[config.mk]
export PLATFORM = sky130hd
export DESIGN_NAME = bpr_fifo
export DESIGN_NICKNAME = d
export VERILOG_FILES = /design/src/hw/rtl/bpr_fifo.sv
export SDC_FILE = /design/constraint.sdc
export NUM_CORES = 1
export LEC_CHECK = 0
export ABC_AREA = 0
export BUFFER_PORTS_ARGS = -buffer_cell sky130_fd_sc_hd__buf_2
export CORE_MARGIN = 2
export CORE_UTILIZATION = 49
export DETAILED_ROUTE_END_ITERATION = 10
export PLACE_DENSITY = 0.73
export SLEW_MARGIN = 30
export SYNTH_ARGS = -nofsm -noshare
export SYNTH_HDL_FRONTEND = slang
export SYNTH_SLANG_ARGS = --single-unit
[constraint.sdc]
create_clock -name clk -period 1.87 [get_ports clk]
set_input_delay 0.374 -clock clk [delete_from_list [all_inputs] [get_ports clk]]
set_output_delay 0.374 -clock clk [all_outputs]
set_load 0.005 [all_outputs]
[src/hw/rtl/bpr_fifo.sv]
`timescale 1ns / 1ps

module bpr_fifo #(
  parameter int unsigned WIDTH = 8,
  parameter int unsigned DEPTH = 4
) (
  input  logic                       clk,
  input  logic                       rst,
  input  logic                       push,
  input  logic [WIDTH-1:0]           wdata,
  input  logic                       pop,
  output logic [WIDTH-1:0]           rdata,
  output logic                       empty,
  output logic [$clog2(DEPTH+1)-1:0] count
);

  localparam int unsigned AW = (DEPTH > 1) ? $clog2(DEPTH) : 1;
  localparam int unsigned CW = $clog2(DEPTH+1);

  logic [WIDTH-1:0] mem [DEPTH];
  logic [AW-1:0]    wptr;
  logic [AW-1:0]    rptr;
  logic             do_push;
  logic             do_pop;

  assign do_push = push && (count < CW'(DEPTH));
  assign do_pop  = pop && (count != '0);
  assign empty   = (count == '0);
  assign rdata   = mem[rptr];

  always_ff @(posedge clk) begin
    if (do_push) begin
      mem[wptr] <= wdata;
    end
  end

  always_ff @(posedge clk) begin
    if (rst) begin
      wptr  <= '0;
      rptr  <= '0;
      count <= '0;
    end else begin
      if (do_push) begin
        wptr <= (wptr == AW'(DEPTH-1)) ? '0 : wptr + 1'b1;
      end
      if (do_pop) begin
        rptr <= (rptr == AW'(DEPTH-1)) ? '0 : rptr + 1'b1;
      end
      if (do_push && !do_pop) begin
        count <= count + 1'b1;
      end else if (do_pop && !do_push) begin
        count <= count - 1'b1;
      end
    end
  end

endmodule

# Word level (Yosys, flattened, before mapping)

Memory sizes are Yosys's and may differ from the RTL's. A register that Yosys moved wholly into a read port is not among the register bits.
Index checks and enable logic that the tools add are counted.

Register bits after elaboration: 7
Memory bits (writable): 32
Bits of input ports: 12
Output and inout port bits: 12
Word-level logic and storage cells: 28
Memories: 1

$add $sub $neg: 4
$lt $le $gt $ge: 1
Equality and inequality tests: 2
Multiplexer cells: 8
Reductions and logical operators: 9

Memories:

| name | words | bits a word | read ports | clocked after Yosys merged registers in | write ports | RTL line | text |
|---|---|---|---|---|---|---|---|
| mem  | 4     | 8           | 1          | 1                                       | 1           | 20       | `logic [WIDTH-1:0] mem [DEPTH];` |

Operators by type and width:

| kind                                                               | count |
|---|---|
| 2-bit two-way mux                                                  | 4 |
| 3-bit two-way mux                                                  | 2 |
| 2-bit by 1-bit adder with 2-bit output, second input constant      | 2 |
| 2-bit equality test, second input constant                         | 2 |
| 1-bit logical AND                                                  | 4 |
| 3-bit by 1-bit adder with 3-bit output, second input constant      | 1 |
| 3-bit zero test                                                    | 1 |
| 3-bit less-than comparator, second input constant                  | 1 |
| 3-bit nonzero test                                                 | 1 |
| 3-bit by 1-bit subtractor with 3-bit output, second input constant | 1 |
| 1-bit zero test                                                    | 2 |
| 1-bit two-way mux                                                  | 2 |
| 2-bit nonzero test                                                 | 1 |

# Depth between registers and ports, before layout

Depth after elaboration: 6
Gate-level depth with buffers: 8
Depth with buffers taken out: 7

# Least setup slack after synthesis

OpenSTA, ideal clock, no wires.

Kind: register to register
From: register count[2]
To: register count[2]
Setup time: 70 ps
Arrival time: 1851 ps
Required time: 1800 ps
Slack: -50 ps
Stages on the path, launching flop included: 8
Path buffers: 0
Clock period less this slack: 1920 ps
Path through: dfxtp_1 -> o31ai_4 -> ha_1 -> inv_1 -> fa_1 -> xor2_1 -> or3_1 -> a21oi_1

Cells in the longest elaborated chain, start to end: 5
Elaborated cells on any way between the ends: 13
Those cells by class: add/sub (2); order compare (1); mux (2); reduce/logical (8)

Ends and longest elaborated chain:

| item                                                              | RTL line | text |
|---|---|---|
| from (decl)                                                       | 14       | `output logic [$clog2(DEPTH+1)-1:0] count` |
| from (signal assigned)                                            | 50       | `count <= count + 1'b1;` |
| from (signal assigned)                                            | 52       | `count <= count - 1'b1;` |
| 3-bit less-than comparator or 3-bit nonzero test (tied branches)  | 26, 27   |  |
| 1-bit logical AND, on equally long branches                       | 26, 27   |  |
| 1-bit zero test, on equally long branches                         | 51, 49   |  |
| 1-bit logical AND, on equally long branches                       | 51, 49   |  |
| 2-bit nonzero test (no line) or 3-bit two-way mux (tied branches) | --       |  |

Several ways; a longest one is shown, not always the timed one. The select of a mux whose other input is x is not followed.
A chain may end at the register's enable or synchronous reset.

==> results.cfg <==
[setup_path]
regToRegStartpoint = count[0]
worst-path-buf-inv = 2
crit_fanout = 4
critPathLaunchType = flop
path_class = reg -> out
critical_path.cell_chain = buf_6 -> mux4_2 -> buf_2
r2r_slack_ns = 0.02
worstPathArrival_ns = 1.49
required_ns = 1.50
critPathMaxStageDelay_ns = 0.50
r2r-end = count[2]
path_delay_family = multiplexers
end_kind = output pin
cp_slowest_cell = mux4_2
r2r.worst_path.cells = 7

[run]
maxCapViolations = 0

[yosys]
yosysUniqueCellTypes = 19
yosys_register_bits = 41
async_reset_ff_frac = 0
synth-edff-count = 32
avgSynthCellArea_um2 = 18.51
seq_area_frac_synth = 0.7086
synth_area_leaders = edfxtp_1, dfxtp_1, mux4_2, ha_1, mux2i_1
synth_top_area_frac = 0.5967
netlist_area_um2 = 1610
yosysWarnings = 0
syn-num-nets = 106
yosysTopAreaCell = edfxtp_1
ys.flop_type = edfxtp_1
netlist_instances = 87

[floorplan]
rows = 20
start_util = 0.5232
core_area_um2 = 3078
chipHeight_um = 61.33
die_area_um2 = 3761
die_x_um = 61.33
ios = 24

[clocking]
numClockSinks = 41
cts_hold_buf = 0
htreeDepth = 2
clk_latency_ns = 0.35
cts_tree = yes
cts-root-to-sink-buffers = 2
cts.clk_slew.worst_paths_ns = 0.12
clk_root_buffer_cell = clkbuf_4
cts_buffers = 5

[cells_and_area]
final_nets = 140
multi_input_area_um2 = 452.9
fillCellCount = 251
area.growth.synth_to_final_pct = 19.19
drive_above_1_share = 0.4180
diodes = 0
stdcell_count = 166
seq_area_um2 = 1150
final_core_util = 0.6236
fin_area_um2 = 1919

[sta]
drv_slew = 0
period_share = 0.9963
rsz0062_at_grt = yes
skew_ns = 0.005969
fin_crit_ns = 1.863
max_freq_ghz = 0.5367
hold_viol = 0
worstMarginPinSlew_ns = 0.4447
fin_hold_ws_ns = 0.2323
setup_viol = 0
slew_headroom = 0.7035

[worst_hold_path]
min-delay-start = wdata[0]
hp-class = in -> reg
hold_path_depth = 1
min_to = mem[0][0]

[global_route]
antenna_found_initial = 0
track_usage = 0.1658
grt_pass1_vias = 836
grt_pass1_wl_um = 4057
grt-ovfl-total = 0
grt_max_degree = 13

[placed_design]
postPlaceCellArea_um2 = 1814
port_buffers = 23
hpwl_um = 1766
gp_congestion = 0.7259
place_inst = 156

[status]
status = completed

[route]
vias = 855
firstDrtPassIters = 4
antenna_left = 0
wirelength_um = 2596
vias_per_cell = 5.151
drc = 0
drt_iter0_markers = 21
wl_per_cell_um = 15.64

[pwr]
power_w = 0.002418
power_density_nw_per_um2 = 1260
ir_drop_mv = 0.8452
power.leakage_nw = 0.7158
[state kept, by name, indices dropped and copies added (netlist names), named ones only]
name	flops
count	3
mem	32
rptr	2
wptr	2
[Yosys cell counts, types with 2 or more instances]
master,n
a21oi_1,2
and2_1,4
buf_2,2
dfxtp_1,9
edfxtp_1,32
ha_1,6
inv_1,3
mux2i_1,4
mux4_2,8
nor2_1,6
or3_1,2
xor2_1,2
[cells in the final DEF, fill, tap and decap left out]
master / instances
and2_1: 4
buf_2: 23
clkbuf_4: 5
a21oi_2: 1
nand2_1: 1
or3_1: 2
nor2b_1: 1
buf_6: 2
ha_1: 5
bufinv_16: 1
xor2_1: 2
dfxtp_2: 1
o21ai_0: 1
mux2i_1: 4
a21oi_1: 1
o31ai_4: 1
nor2_1: 6
mux4_2: 8
clkbuf_1: 1
clkinv_1: 1
nor3_1: 1
fa_2: 1
dfxtp_4: 2
dfxtp_1: 6
ha_2: 1
inv_1: 3
buf_4: 5
edfxtp_1: 32
[stage by stage]
stage | worst slack [ns] | setup TNS (ns)
global route | -0.06919 | -0.5051
global placement | 0.07069 | 0
finish | 0.006829 | 0
CTS | -0.01519 | -0.02968
floorplan | 0.01502 | 0
detailed placement | 0.006179 | 0
[cell type report]
type                            count  area share
Sequential cell                    41      0.5991
Multi-Input combinational cell     40      0.2360
Timing Repair Buffer               30     0.09126
Tap cell                           44     0.02868
Clock buffer                        6     0.02151
Clock inverter                      2     0.01760
Inverter                            3    0.005867
[how the worst max path moves through the flow]
stage	start	endpoint	slack [ns]	cells past startpoint
final	flop	rdata[1]	0.007	3
after global routing	count[0]	count[2]	-0.07	7
after CTS	flop	rdata[1]	-0.02	3
after detailed placement	push	count[2]	0.006	8
after global placement	push	count[2]	0.07	8
after floorplan	count[0]	count[2]	0.02	7
[routing by layer]
layer / part of all wire / track usage
met5: 0 / 0
met4: 0.020 / 0.07453
met3: 0.046 / 0.06933
met2: 0.52 / 0.2614
met1: 0.41 / 0.2000
[kinds of logic after synthesis]
group,after synthesis,synth area share
DFF,41,0.7086
and+or+nand+nor,15,0.04661
muxes,12,0.1368
adders and majority gates,7,0.05905
buffers and inverters,6,0.01554
AOI/OAI and AO/OA,4,0.02253
xor gates and xnor gates,2,0.01088
[timing repair]
action                                 in CTS  in global routing
gates resized for setup                     3                  2
endpoints found under the hold margin       0                  0
setup buffers                               0                  2
setup endpoints to repair                   8                  9
pin swaps                                   0                  1
[report_power, final]
part | internal (W) | switching (W) | total [W] | leakage, nW
combinational | 0.000372 | 0.000292 | 0.000663 | 0.307
sequential | 0.00112 | 0.0000795 | 0.00120 | 0.368
clock | 0.000278 | 0.000279 | 0.000558 | 0.0399
total | 0.00177 | 0.000651 | 0.00242 | 0.716
(Power assumes the default switching activity.)
