`src/hw/rtl/bpr_pkg.sv`:
```
`timescale 1ns / 1ps

package bpr_pkg;

  typedef enum logic [1:0] {
    FMT_PALETTE = 2'd0,
    FMT_MASK16  = 2'd1,
    FMT_RGB24   = 2'd2,
    FMT_RGB32   = 2'd3
  } fmt_t;

  typedef enum logic [2:0] {
    REG_FORMAT       = 3'd0,
    REG_BITFIELDS    = 3'd1,
    REG_RED_MASK     = 3'd2,
    REG_GREEN_MASK   = 3'd3,
    REG_BLUE_MASK    = 3'd4,
    REG_ALPHA_MASK   = 3'd5,
    REG_PALETTE_SIZE = 3'd6
  } reg_idx_t;

  // channel slots: red, green, blue, alpha
  localparam int unsigned CH_RED   = 0;
  localparam int unsigned CH_GREEN = 1;
  localparam int unsigned CH_BLUE  = 2;
  localparam int unsigned CH_ALPHA = 3;

  localparam int unsigned MID_DEPTH = 4;
  localparam int unsigned OUT_DEPTH = 16;
  localparam int unsigned DIV_BITS  = 8;
  localparam int unsigned REM_W     = 40;

  localparam logic [7:0] CHAN_FULL = 8'hFF;

  typedef struct packed {
    fmt_t             fmt;
    logic             bitfields;
    logic [3:0][31:0] mask;
    logic [8:0]       pal_size;
  } cfg_t;

  // item between front and back
  typedef struct packed {
    logic             use_div;
    logic             ok;
    logic [3:0][7:0]  direct;
    logic [3:0][31:0] val;
  } mid_t;

  typedef struct packed {
    logic [3:0][7:0] chan;
    logic            ok;
  } pix_t;

  function automatic logic [4:0] mask_tz(input logic [31:0] mask);
    logic [4:0] tz;
    tz = '0;
    for (int i = 31; i >= 0; i--) begin
      if (mask[i]) begin
        tz = 5'(i);
      end
    end
    return tz;
  endfunction

  // divisor 2^bits-1 where bits is the span from lowest to highest mask bit
  function automatic logic [31:0] mask_div(input logic [31:0] mask);
    logic [4:0]  msb;
    logic [5:0]  span;
    logic [32:0] full;
    msb = '0;
    for (int i = 0; i < 32; i++) begin
      if (mask[i]) begin
        msb = 5'(i);
      end
    end
    span = 6'({1'b0, msb} - {1'b0, mask_tz(mask)}) + 6'd1;
    full = (33'd1 << span) - 33'd1;
    if (mask == '0) begin
      return 32'd1;
    end
    return full[31:0];
  endfunction

endpackage

```
`src/hw/rtl/bpr_back.sv`:
```
`timescale 1ns / 1ps

module bpr_back (
  input  logic          clk,
  input  logic          rst,
  input  bpr_pkg::cfg_t cfg,
  input  logic          in_valid,
  input  bpr_pkg::mid_t in_entry,
  output logic          out_valid,
  output bpr_pkg::pix_t out_pix,
  output logic [3:0]    busy
);

  localparam int unsigned NSTAGE = bpr_pkg::DIV_BITS + 1;

  typedef struct packed {
    logic                                use_div;
    logic                                ok;
    logic [3:0][7:0]                     direct;
    logic [3:0][bpr_pkg::REM_W-1:0]      rem;
    logic [3:0][bpr_pkg::DIV_BITS-1:0]   q;
  } bk_t;

  bk_t              st  [NSTAGE];
  bk_t              nxt [NSTAGE];
  logic [NSTAGE-1:0] vld;
  logic [3:0][31:0] div;

  always_comb begin
    for (int c = 0; c < 4; c++) begin
      div[c] = bpr_pkg::mask_div(cfg.mask[c]);
    end
  end

  // stage 0 forms val*255, then one restoring quotient bit per stage
  always_comb begin
    nxt[0].use_div = in_entry.use_div;
    nxt[0].ok      = in_entry.ok;
    nxt[0].direct  = in_entry.direct;
    nxt[0].q       = '0;
    for (int c = 0; c < 4; c++) begin
      nxt[0].rem[c] = (bpr_pkg::REM_W'(in_entry.val[c]) << 8)
                    - bpr_pkg::REM_W'(in_entry.val[c]);
    end
    for (int k = 1; k < NSTAGE; k++) begin
      nxt[k] = st[k-1];
      for (int c = 0; c < 4; c++) begin
        if (st[k-1].rem[c] >= (bpr_pkg::REM_W'(div[c]) << (NSTAGE-1-k))) begin
          nxt[k].rem[c] = st[k-1].rem[c] - (bpr_pkg::REM_W'(div[c]) << (NSTAGE-1-k));
          nxt[k].q[c][NSTAGE-1-k] = 1'b1;
        end
      end
    end
  end

  always_ff @(posedge clk) begin
    for (int k = 0; k < NSTAGE; k++) begin
      st[k] <= nxt[k];
    end
  end

  always_ff @(posedge clk) begin
    if (rst) begin
      vld <= '0;
    end else begin
      vld <= {vld[NSTAGE-2:0], in_valid};
    end
  end

  assign out_valid = vld[NSTAGE-1];
  assign busy      = 4'($countones(vld));

  always_comb begin
    out_pix.ok   = st[NSTAGE-1].ok;
    out_pix.chan = st[NSTAGE-1].direct;
    if (st[NSTAGE-1].use_div) begin
      out_pix.chan = st[NSTAGE-1].q;
      if (cfg.mask[bpr_pkg::CH_ALPHA] == '0) begin
        out_pix.chan[bpr_pkg::CH_ALPHA] = bpr_pkg::CHAN_FULL;
      end
    end
  end

endmodule

```
`config.mk`:
```
export PLATFORM = sky130hd
export DESIGN_NAME = bpr_back
export DESIGN_NICKNAME = d
export VERILOG_FILES = /design/src/hw/rtl/bpr_pkg.sv /design/src/hw/rtl/bpr_back.sv
export SDC_FILE = /design/constraint.sdc
export NUM_CORES = 2
export LEC_CHECK = 0
export BUFFER_PORTS_ARGS = -buffer_cell sky130_fd_sc_hd__buf_2
export CORE_MARGIN = 2
export CORE_UTILIZATION = 50
export DETAILED_ROUTE_END_ITERATION = 6
export GPL_ROUTABILITY_DRIVEN = 0
export PLACE_DENSITY = 0.66
export SYNTH_ARGS = -nofsm -noshare
export SYNTH_HDL_FRONTEND = slang
export SYNTH_SLANG_ARGS = --single-unit
```
`constraint.sdc`:
```
create_clock -name clk -period 13.7 [get_ports clk]
set_clock_uncertainty 0.2 [all_clocks]
set_input_delay 0.685 -clock clk [delete_from_list [all_inputs] [get_ports clk]]
set_output_delay 0.685 -clock clk [all_outputs]
set_load 0.05 [all_outputs]
```
# After elaboration in Yosys (flattened, before gate mapping)
# Memories as Yosys holds them, arrays and structs flattened.
# Index checks and enable logic that the tools add are counted.
# totals
ff_bits	9
mem_bits_rw	2034
in_bits	305
word_cells	428
memories	1
# op_classes
addsub	56
magnitude_cmp	32
shifts	4
n_mux	330
reduce_logical	4
# mem_list
name	depth	word_bits	read_ports	rd_ports_with_merged_regs	write_ports	line	text
st	9	226	9	0	9	bpr_back.sv:24	bk_t st [NSTAGE];
# ops
operator	n
$mux W40	32
$mux W5	226
$sub A40 B32 Y40	8
$mux W32	9
$ge A40 B32 Y1	4
$ge A40 B33 Y1	4
$ge A40 B34 Y1	4
$ge A40 B35 Y1	4
$ge A40 B36 Y1	4
$ge A40 B37 Y1	4
$ge A40 B38 Y1	4
$ge A40 B39 Y1	4
$sub A40 B33 Y40	4
$sub A40 B34 Y40	4
$sub A40 B35 Y40	4
$sub A40 B36 Y40	4
$sub A40 B37 Y40	4
$sub A40 B38 Y40	4
$sub A40 B39 Y40	4
$logic_not A32 Y1	4
$shl A1 B6 Y32 const A	4
$sub A32 B1 Y32 const B	4
$mux W1	40
$mux W4	10
9 further kinds	29

# Longest topological paths before layout
# logic_depth
depth_word	39
depth_mapped	45
ltp_nobuf	40

# Least setup slack after synthesis
# OpenSTA, ideal clock, no wires.
# synth_timing
path_type	input to register
startpoint	in cfg[133] (netlist name)
endpoint	mem st[0][838] (netlist name)
setup_time_ns	0.121
arrival_time_ns	8.244
required_ns	13.379
slack_ns	5.135
cell_stages	37
path_buffers	3
path_cell_list	nor2_1 -> o21ai_0 -> a21boi_0 -> o31ai_1 -> a211oi_1 -> o31ai_1 -> a21boi_0 -> nor3_1 -> o31a_1 -> nor3_1 -> ha_1 -> inv_1 -> ha_1 -> inv_1 -> fa_1 -> a21o_1 -> a221oi_1 -> and3_1 -> clkbuf_1 -> nand3_1 -> ha_1 -> o21ai_1 -> nor3_1 -> and3_1 -> o21ai_0 -> ha_1 -> clkbuf_1 -> a21oi_1 -> o21bai_1 -> a2111oi_0 -> nor3_1 -> a21oi_1 -> o211a_1 -> o21ai_0 -> a31oi_1 -> clkbuf_1 -> mux2_2
# synth_lines
element	line	text
from (decl)	bpr_back.sv:6	input bpr_pkg::cfg_t cfg,
to (decl)	bpr_back.sv:24	

==> impl_metrics.yaml <==
status:
  status: "completed"
timing:
  worstMarginPinSlew_ns: 1.162
  fin_crit_sh_pct: 70.98
  finalHoldViolCount: 0
  setup_slack_ns: 3.976
  finalSetupTns_ns: 0
  setup_viol: 0
  slew_headroom_pct: 20.51
  max_freq_mhz: 102.8
  slew_violations: 0
  period_minus_slack_ns: 9.724
  rsz0062_at_grt: "false"
cts:
  clockBufferDepth: 3
  cts.clk_slew.worst_paths_ns: 0.06
  tritoncts: "done"
  clock-sinks: 1739
  cts_buffers: 192
  htree_levels: 4
  ctsRootBufferMaster: "clkbuf_16"
  clk_latency_ns: 0.87
floorplan:
  design.die.area_um2: 217300
  initial_core_util_pct: 50.34
  die_w_um: 466.1
  die_h_um: 466.1
  core_area_um2: 212100
  num_rows: 169
  ios: 343
worst_setup_path:
  critPathRequiredTime_ns: 14.23
  crit_arrival_ns: 10.25
  path_max_fanout: 56
  path_buf_inv: 4
  endpoint_kind: "flop"
  startpoint: "cfg[133]"
  max_stage_delay_ns: 0.65
  critPathSlowestCell: "a2111oi_0"
  timing.rr.start: "st[0][794]"
  worst_path_most_repeated_cell: "ha_1"
  critPathKind: "in -> reg"
  cp-start-kind: "input pin"
  crit_family: "compound AO/OA/AOI/OAI gates"
detailed_routing:
  post_drt_wl_per_cell_um: 16.95
  routed_wl_um: 272600
  drc_errors: 0
  antenna_left: 0
  num_vias: 92510
  drt-initial-drc-count: 6335
  avgViaCountPerCell: 5.753
  drt_first_pass_iters: 6
global_routing:
  grt-ovfl-total: 0
  antenna_found_initial: 4
  grt_max_degree: 68
  grt_pass1_vias: 89820
  track_usage_pct: 24.15
  grt_pass1_wl_um: 439500
synthesis:
  synth.avg_cell_area_um2: 8.452
  synthesis.nets: 14150
  yosys_warnings: 0
  synth_seq_cells: 1739
  synth-edff-count: 0
  synth_xor_area_share_pct: 8.482
  ys_types: 110
  synth_top_family_by_area: "compound AO/OA/AOI/OAI gates"
  synthAdderAreaFrac_pct: 14.45
  ys.flop_type: "dfxtp_1"
  synth_compound_area_share_pct: 23.33
  syn-instance-count: 12630
  syn-cell-area_um2: 106800
  synthArstFlopShare_pct: 0
  seq_area_frac_synth_pct: 32.61
  synthSimpleGateAreaFrac_pct: 16.33
  synth_mux_area_share_pct: 1.794
pwr:
  power_density_nw_per_um2: 243.9
  leakagePower_nw: 54.37
  ir_drop_v: 0.0001390
placed_design:
  io_buffers: 330
  post-dp-hpwl_um: 213600
  pre_cts_slack_ns: 3.318
flow_run:
  max_cap_violations: 0
finish:
  fin_nets: 14610
  area_delta_synth_final_pct: 12.70
  drive_above_1_share_pct: 7.979
min_path:
  min_from: "in_entry[54]"
  hold_class: "in -> reg"
-- worst min-delay path, cell delays in order --
cell	delay, ns
buf_2	0.12
ha_1	0.20
xor2_1	0.08
-- where the power goes --
part | internal (mW) | switching, mW
clock | 3.47 | 2.24
combinational | 6.62 | 8.75
sequential | 7.13 | 1.14
-- final timing paths --
kind | endpoint | slack [ns] | cells after the start
worst max-delay path | st[0][622] | 3.98 | 39
worst min-delay path | st[0][102] | 0.07 | 3
worst max register to register | st[0][1053] | 9.11 | 14
worst min register to register | st[0][1387] | 0.09 | 0
-- cell usage after synthesis, drive strengths merged (99+ instances only) --
cell type	count	area share (%)
a211oi	100	0.71
a21o	529	3.7
a21oi	1161	5.4
a31oi	103	0.60
and3	99	0.58
clkbuf	253	0.89
dfxtp	1739	33
ha	1174	14
inv	525	1.8
mux2	155	1.6
nand2	1199	4.2
nand2b	178	1.0
nand3	254	1.2
nand4	160	0.94
nor2	878	3.1
nor2b	188	1.1
nor3	226	1.1
nor4	106	0.65
o21a	152	1.1
o21ai	1147	5.4
o21bai	139	0.98
o31ai	112	0.81
xnor2	591	4.8
xor2	443	3.6
-- placed cells by master, fill, tap and decap left out, types with 37 or more instances in the layout --
cell,count
dfxtp_1,1738
nand2_1,1199
ha_1,1174
a21oi_1,1155
o21ai_0,1083
nor2_1,875
xnor2_1,590
a21o_1,529
inv_1,522
xor2_1,443
buf_2,330
nand3_1,253
nor3_1,220
clkbuf_16,194
nor2b_1,186
nand2b_1,178
nand4_1,160
o21a_1,152
mux2_2,147
dlygate4sd3_1,144
o21bai_1,139
o31ai_1,107
buf_4,107
a31oi_1,102
nor4_1,101
and3_1,99
a211oi_1,99
or3_1,72
and2_1,64
o211ai_1,62
o21ai_1,61
a21boi_0,43
a211o_1,41
fa_1,37
-- registers in the layout (all words and copies together) (netlist names) --
signal and flops:
vld 9, st 1730
-- layout make-up --
| cell class | count | area [um^2] |
|---|---|---|
| fillers | 18840 | 91750 |
| multi-input cells | 10050 | 68910 |
| flip-flops and latches | 1739 | 34820 |
| clock buffers | 247 | 5394 |
| repair buffers | 581 | 3896 |
| well taps | 2821 | 3530 |
| inverters | 525 | 1971 |
| clock inverters | 113 | 1809 |
| diodes | 1 | 2.502 |
-- cell families (layout without fill, tap and decap cells) --
logic type / count (synthesis) / after routing
AOI/OAI and AO/OA: 3994 / 3994
and+or+nand+nor: 3643 / 3643
DFF: 1739 / 1739
adders and majority gates: 1211 / 1211
xor gates and xnor gates: 1034 / 1034
buffers and inverters: 839 / 1466
muxes: 172 / 172
other: 0 / 1
-- layer usage --
metal	vias to the layer above	GRT usage, %	wire length (um)
met5	-	0	0
met4	0	10.81	11970
met3	663	3.167	12870
met2	2565	41.61	127700
met1	42620	29.94	120000
li1	46660	-	-
-- per-stage QoR --
| step | total power, mW | cells | hold WS (ns) | area [um^2] | utilization [%] |
|---|---|---|---|---|---|
| floorplan | 20.02 | 12630 | 0.1096 | 106800 | - |
| global placement | 22.96 | 15580 | 0.1096 | 111700 | 52.66 |
| detailed placement | 23.42 | 15580 | 0.1121 | 111700 | 52.66 |
| CTS | 29.32 | 16080 | 0.004898 | 120300 | 56.74 |
| global route | 31.74 | 16080 | 0.04913 | 120300 | 56.74 |
| finish | 29.35 | 16080 | 0.06966 | 120300 | 56.74 |
-- what timing repair did --
item                                   in CTS  in global routing
hold buffers                              144                  0
resized for setup                           0                  0
buffers inserted                            0                  0
endpoints found under the hold margin     120                  0
(Power assumes the default switching activity.)
